===== config.mk =====
export PLATFORM = sky130hd
export DESIGN_NAME = imhq_adjust
export DESIGN_NICKNAME = d
export VERILOG_FILES = /design/src/design/imhq_pkg.sv /design/src/design/imhq_adjust.sv
export SDC_FILE = /design/constraint.sdc
export NUM_CORES = 1
export LEC_CHECK = 0
export BUFFER_PORTS_ARGS = -buffer_cell sky130_fd_sc_hd__buf_2
export CAP_MARGIN = 10
export CORE_MARGIN = 2
export CORE_UTILIZATION = 55
export DETAILED_ROUTE_END_ITERATION = 16
export PLACE_DENSITY = 0.85
export SLEW_MARGIN = 30
export SYNTH_ARGS = -nofsm -noshare
export SYNTH_HDL_FRONTEND = slang
export SYNTH_SLANG_ARGS = --single-unit

===== constraint.sdc =====
create_clock -name vclk -period 9.1
set_input_delay 1.82 -clock vclk [all_inputs]
set_output_delay 1.82 -clock vclk [all_outputs]
set_load 0.02 [all_outputs]

===== src/design/imhq_pkg.sv =====
`timescale 1ns / 1ps
package imhq_pkg;

	localparam int REQ_W   = 3;
	localparam int STAT_W  = 3;
	localparam int SCORE_W = 32;
	localparam int CFG_W   = 7;

	localparam logic [REQ_W-1:0] REQ_INSERT = 3'd0;
	localparam logic [REQ_W-1:0] REQ_FIND   = 3'd1;
	localparam logic [REQ_W-1:0] REQ_POP    = 3'd2;
	localparam logic [REQ_W-1:0] REQ_RAISE  = 3'd3;
	localparam logic [REQ_W-1:0] REQ_LOWER  = 3'd4;
	localparam logic [REQ_W-1:0] REQ_LOCATE = 3'd5;
	localparam logic [REQ_W-1:0] REQ_CROWN  = 3'd6;

	localparam logic [STAT_W-1:0] ST_OK     = 3'd0;
	localparam logic [STAT_W-1:0] ST_DUP    = 3'd1;
	localparam logic [STAT_W-1:0] ST_FULL   = 3'd2;
	localparam logic [STAT_W-1:0] ST_ABSENT = 3'd3;
	localparam logic [STAT_W-1:0] ST_EMPTY  = 3'd4;

	typedef enum logic [3:0] {
		S_CLR,
		S_IDLE,
		S_LOC,
		S_RDRES,
		S_ADJ,
		S_PRD,
		S_POP,
		S_SU_RD,
		S_SU_CMP,
		S_SD_RD,
		S_SD_CMP,
		S_DONE
	} imhq_state_t;

endpackage


===== src/design/imhq_adjust.sv =====
`timescale 1ns / 1ps
module imhq_adjust (
	input  logic signed [imhq_pkg::SCORE_W-1:0] cur,
	input  logic signed [imhq_pkg::SCORE_W-1:0] delta,
	input  logic                                sub,
	output logic signed [imhq_pkg::SCORE_W-1:0] res
);
	import imhq_pkg::*;

	logic signed [SCORE_W:0] a_w;
	logic signed [SCORE_W:0] d_w;
	logic signed [SCORE_W:0] sum;

	always_comb begin
		a_w = {cur[SCORE_W-1], cur};
		d_w = {delta[SCORE_W-1], delta};
		sum = sub ? (a_w - d_w) : (a_w + d_w);
		// clamp to the signed score range
		if (sum[SCORE_W] != sum[SCORE_W-1]) begin
			res = sum[SCORE_W] ? {1'b1, {(SCORE_W-1){1'b0}}} : {1'b0, {(SCORE_W-1){1'b1}}};
		end else begin
			res = sum[SCORE_W-1:0];
		end
	end

endmodule


# Word level (Yosys, flattened, before mapping)
# Index checks and enable logic that the tools add are counted.
# totals
word_cells	6
reg_bits	0
input_bits	65
# op_classes
n_addsub	2
muxes	3
n_eq_ne	1
# ops
cell	count
2-to-1 mux 32 bit	2
adder 32 x 32 -> 33 bit	1
2-to-1 mux 33 bit	1
subtractor 32 x 32 -> 33 bit	1
!= test 1 bit	1

# Longest topological paths before layout
# logic_depth
ltp_word	4
mapped_depth	21

# Worst setup path before layout
# OpenSTA, ideal clock, no wires.
# synth_path
path_type	input -> output
start	input port delta[14] (netlist name)
end	output port res[29] (netlist name)
stages	17
n_path_buf	1
arrival_ns	5.827
setup_slack_ns	1.453
required_ns	7.280
path_cell_list	or3_1 -> or3_1 -> nor4_1 -> nand2_1 -> nor3_1 -> nor2_1 -> xnor2_1 -> ha_1 -> clkbuf_1 -> a21o_1 -> a21oi_1 -> o21ai_0 -> a21o_1 -> a221oi_2 -> xnor2_1 -> nor2_4 -> o31ai_1
# synth_via
elab_chain_cells	4
elab_cells_between_ends	6
classes_between	2 x add/sub; 1 x eq/ne; 3 x mux
# synth_rtl
element	line_no	source
start, declared	imhq_adjust.sv:4	input logic signed [imhq_pkg::SCORE_W-1:0] delta,
adder 32 x 32 -> 33 bit or subtractor 32 x 32 -> 33 bit (tied branches)	imhq_adjust.sv:17	sum = sub ? (a_w - d_w) : (a_w + d_w);
2-to-1 mux 33 bit (*)	imhq_adjust.sv:17	
2-to-1 mux 32 bit or != test 1 bit (tied branches)	imhq_adjust.sv:20, imhq_adjust.sv:19	
2-to-1 mux 32 bit (*)	imhq_adjust.sv:19	if (sum[SCORE_W] != sum[SCORE_W-1]) begin
end, declared	imhq_adjust.sv:6	output logic signed [imhq_pkg::SCORE_W-1:0] res
# Mark *: on every way between the ends. The rest lies on a longest branch, timed or not.

# Final worst setup path
# layout_path
start	input port delta[14] (netlist name)
end	output port res[3] (netlist name)
# Same word-level chain as after synthesis.

==> run summary <==
The run finished with clean final reports. The signal arrival time at the worst endpoint came out at 6600 ps. After synthesis, the most frequently instantiated cells are 60 x a21oi_1, 47 x xnor2_1, 43 x nor2_1. For this run, the number of Yosys warnings is 0.

In the routed design, unresolved DRC markers number 0. On the final layout, the worst hold slack is 4080 ps. The run gives 0 as the final number of max-transition violations. Summed over all instances, the cell type with the most area after synthesis is ha_1.

For the relative contribution of combinational cells to total power, the log shows 1.000. Detailed placement finished with a half-perimeter wire length of 6.20 mm. Measured along the x axis, the die boundary spans 72.4 µm. In this run the worst path has a maximum fanout of 27. The final cycle utilization of the critical path is 0.926. For the pin with the worst max-slew slack, the measured transition is 761 ps.

Worst hold path class: in2out. Number of antenna cells inserted: 0. The tools report the post-cts sizing count as 0. The count of input and output buffers was 97. The final weighted congestion of routability-driven global placement was 0.864. The slowest stage of the critical path is the nor4_1 cell. Global routing finished with a remaining overflow of 0. The switching share of power is 0.627. Critical path capture point type: a primary output. The required time reported for the critical path endpoint came out at 7280 ps. The floorplan step defined a core boundary enclosing 4440 µm². The run gives 3119 as the total vias in the final route. In this run the remaining antenna-violating nets after routing total 0. The layout cell share with drive strength beyond 1 is 0.229, and the total wire length after detailed routing is 7.58 mm. The smallest clock period supported by the final layout is computed as 8420 ps. The power per cell area was 148 nW/µm². The fraction of synthesized cell area taken by the top area cell type was 0.160. The tools report the startpoint type of the worst setup path as an input pin. The die boundary height was 72.4 µm. The combined area of all synthesized cells was 2570 µm².

After the first detailed-routing iteration, the DRC count stood at 194. Setup slack closes at 677 ps. The sequential-to-total area share from yosys stat was 0; the pin count of the biggest net entering global routing was 29. Yosys attributes the largest share of cell area to ha_1 16%, xnor2_1 16%, a21oi_1 12%.

For the die area, the log shows 5250 µm². The logs give 119 MHz for the highest achievable clock rate and 3060 µm² for the cell area after layout. In this design, the stage delay of the slowest critical-path cell is 600 ps.

The largest vdd supply drop came out at 119 µV. The critical path is of the in2out type. The run gives 0 as the portion of total power attributed to sequential cells. The run gives 24 as the number of placement rows. The initial antenna violation count was 0. Counting every net in the synthesized netlist gives 478. In this run the power spent charging and discharging nets is 0.000284 W. The count of endpoints failing hold in the final timing report is 0, and the max capacitance violation total is 0. Number of global-route vias before repair: 2893.

A synthesized cell averages 6.79 µm². The first detailed-routing pass ran for 5 iterations. The total of clock buffers placed in the layout is 0, and the sequential cell area is 0 µm². The tools report the post-placement worst setup slack as 708 ps. For this run, the number of standard cells in the final layout without fillers is 515. The wire length of the first global-routing pass was 12.6 mm. For the instance area after placement, the log shows 3060 µm². Including well taps, the total number of placed cells is 515. The tools report the part of the power in the clock network as 0. The via count normalized by instance count is 6.06, and the static leakage is 1.40 nW.

In the post-synthesis netlist, the cell with the most instances is a21oi_1. In the final timing run, aggregate negative setup slack is 0 ps. For the initial core utilization, the log shows 0.579.

The design has 0 sequential cells. The run gives 564 as the layout net count. The internal portion of the total power is 0.000169 W. The headroom to the max-slew limit came out at 0.489.

The buffer count from post-CTS setup fixing is 0, and the hold buffer count at CTS is 0. The signed area change from the synthesized netlist to the final layout was 18.8%. The critical path goes through buf_2, or3_1, or3_1, nor4_1, nand2_1, nor3_1, nor2_1, xnor2_1, ha_1, a21o_1, a21o_1, a21oi_1, o21ai_0, a31oi_1, a31oi_4, nor2_4, o21ai_0, buf_2.

Dividing the detail-routed wire length by the instance count gives 14.7 µm. The tools report the overall fraction of global-route tracks in use as 0.285. After synthesis, the netlist uses 57 different library cells. 97 I/O pins were placed. Setup violations remaining at the end of the flow were counted as 0. Setup repair after global routing left no endpoint under its margin. The synthesized instance count was 379.
==> critical path: cells and delay by family <==
kind	cells	cell delay, ps
compound gates	7	1420
simple gates	7	2470
xor+xnor	1	150
fa+ha+maj	1	410
buf+inv	2	310
==> power groups by stage <==
stage	sequential [W]	clock, W	combinational, W
floorplan	0	0	0.000327
global placement	0	0	0.000443
detailed placement	0	0	0.000449
CTS	0	0	0.000451
global route	0	0	0.000496
finish	0	0	0.000453
==> kinds of logic after synthesis <==
logic type      count (synthesis)  share of synthesized area
buf+inv                        28                     0.0476
compound gates                142                      0.341
simple gates                  110                      0.220
xor+xnor                       59                      0.201
mux                             2                    0.00777
fa+ha+maj                      38                      0.184
==> stage by stage <==
step | utilization | total power, W
2_1_floorplan | - | 0.000327
3_3_place_gp | 0.688 | 0.000443
3_5_place_dp | 0.688 | 0.000449
4_1_cts | 0.688 | 0.000451
5_1_grt | 0.688 | 0.000496
6_report | 0.688 | 0.000453
==> path summary, 6_finish.rpt <==
check,start,end,slack (ps),cells past startpoint
worst max-delay path,delta[14],res[3],680,18
worst min-delay path,delta[0],res[0],4080,4
==> metal layers <==
layer	routed length [µm]	share of wire	GRT usage	up-vias
met1	3410	0.45	0.388	1404
met2	3650	0.48	0.503	131
li1	-	-	-	1576
met3	447	0.059	0.0167	8
met4	70	0.0092	0.0494	0
met5	0	0	0	-
==> cell type report <==
cell class,count,area (µm²)
multi-input cells,351,2450
fillers,421,1390
repair buffers,97,485
well taps,52,65.1
inverters,15,56.3
==> placed cells by master (no fill, tap or decap), drive strengths merged, types with 8 or more instances in the layout <==
master	synthesis	layout
a21o	14	14
a21oi	61	61
a31oi	10	10
buf	6	97
ha	33	33
inv	15	15
nand2	20	20
nor2	44	44
nor3	8	8
o21ai	29	29
xnor2	47	47
xor2	12	12
No activity file was read; power rests on OpenSTA's default activity.
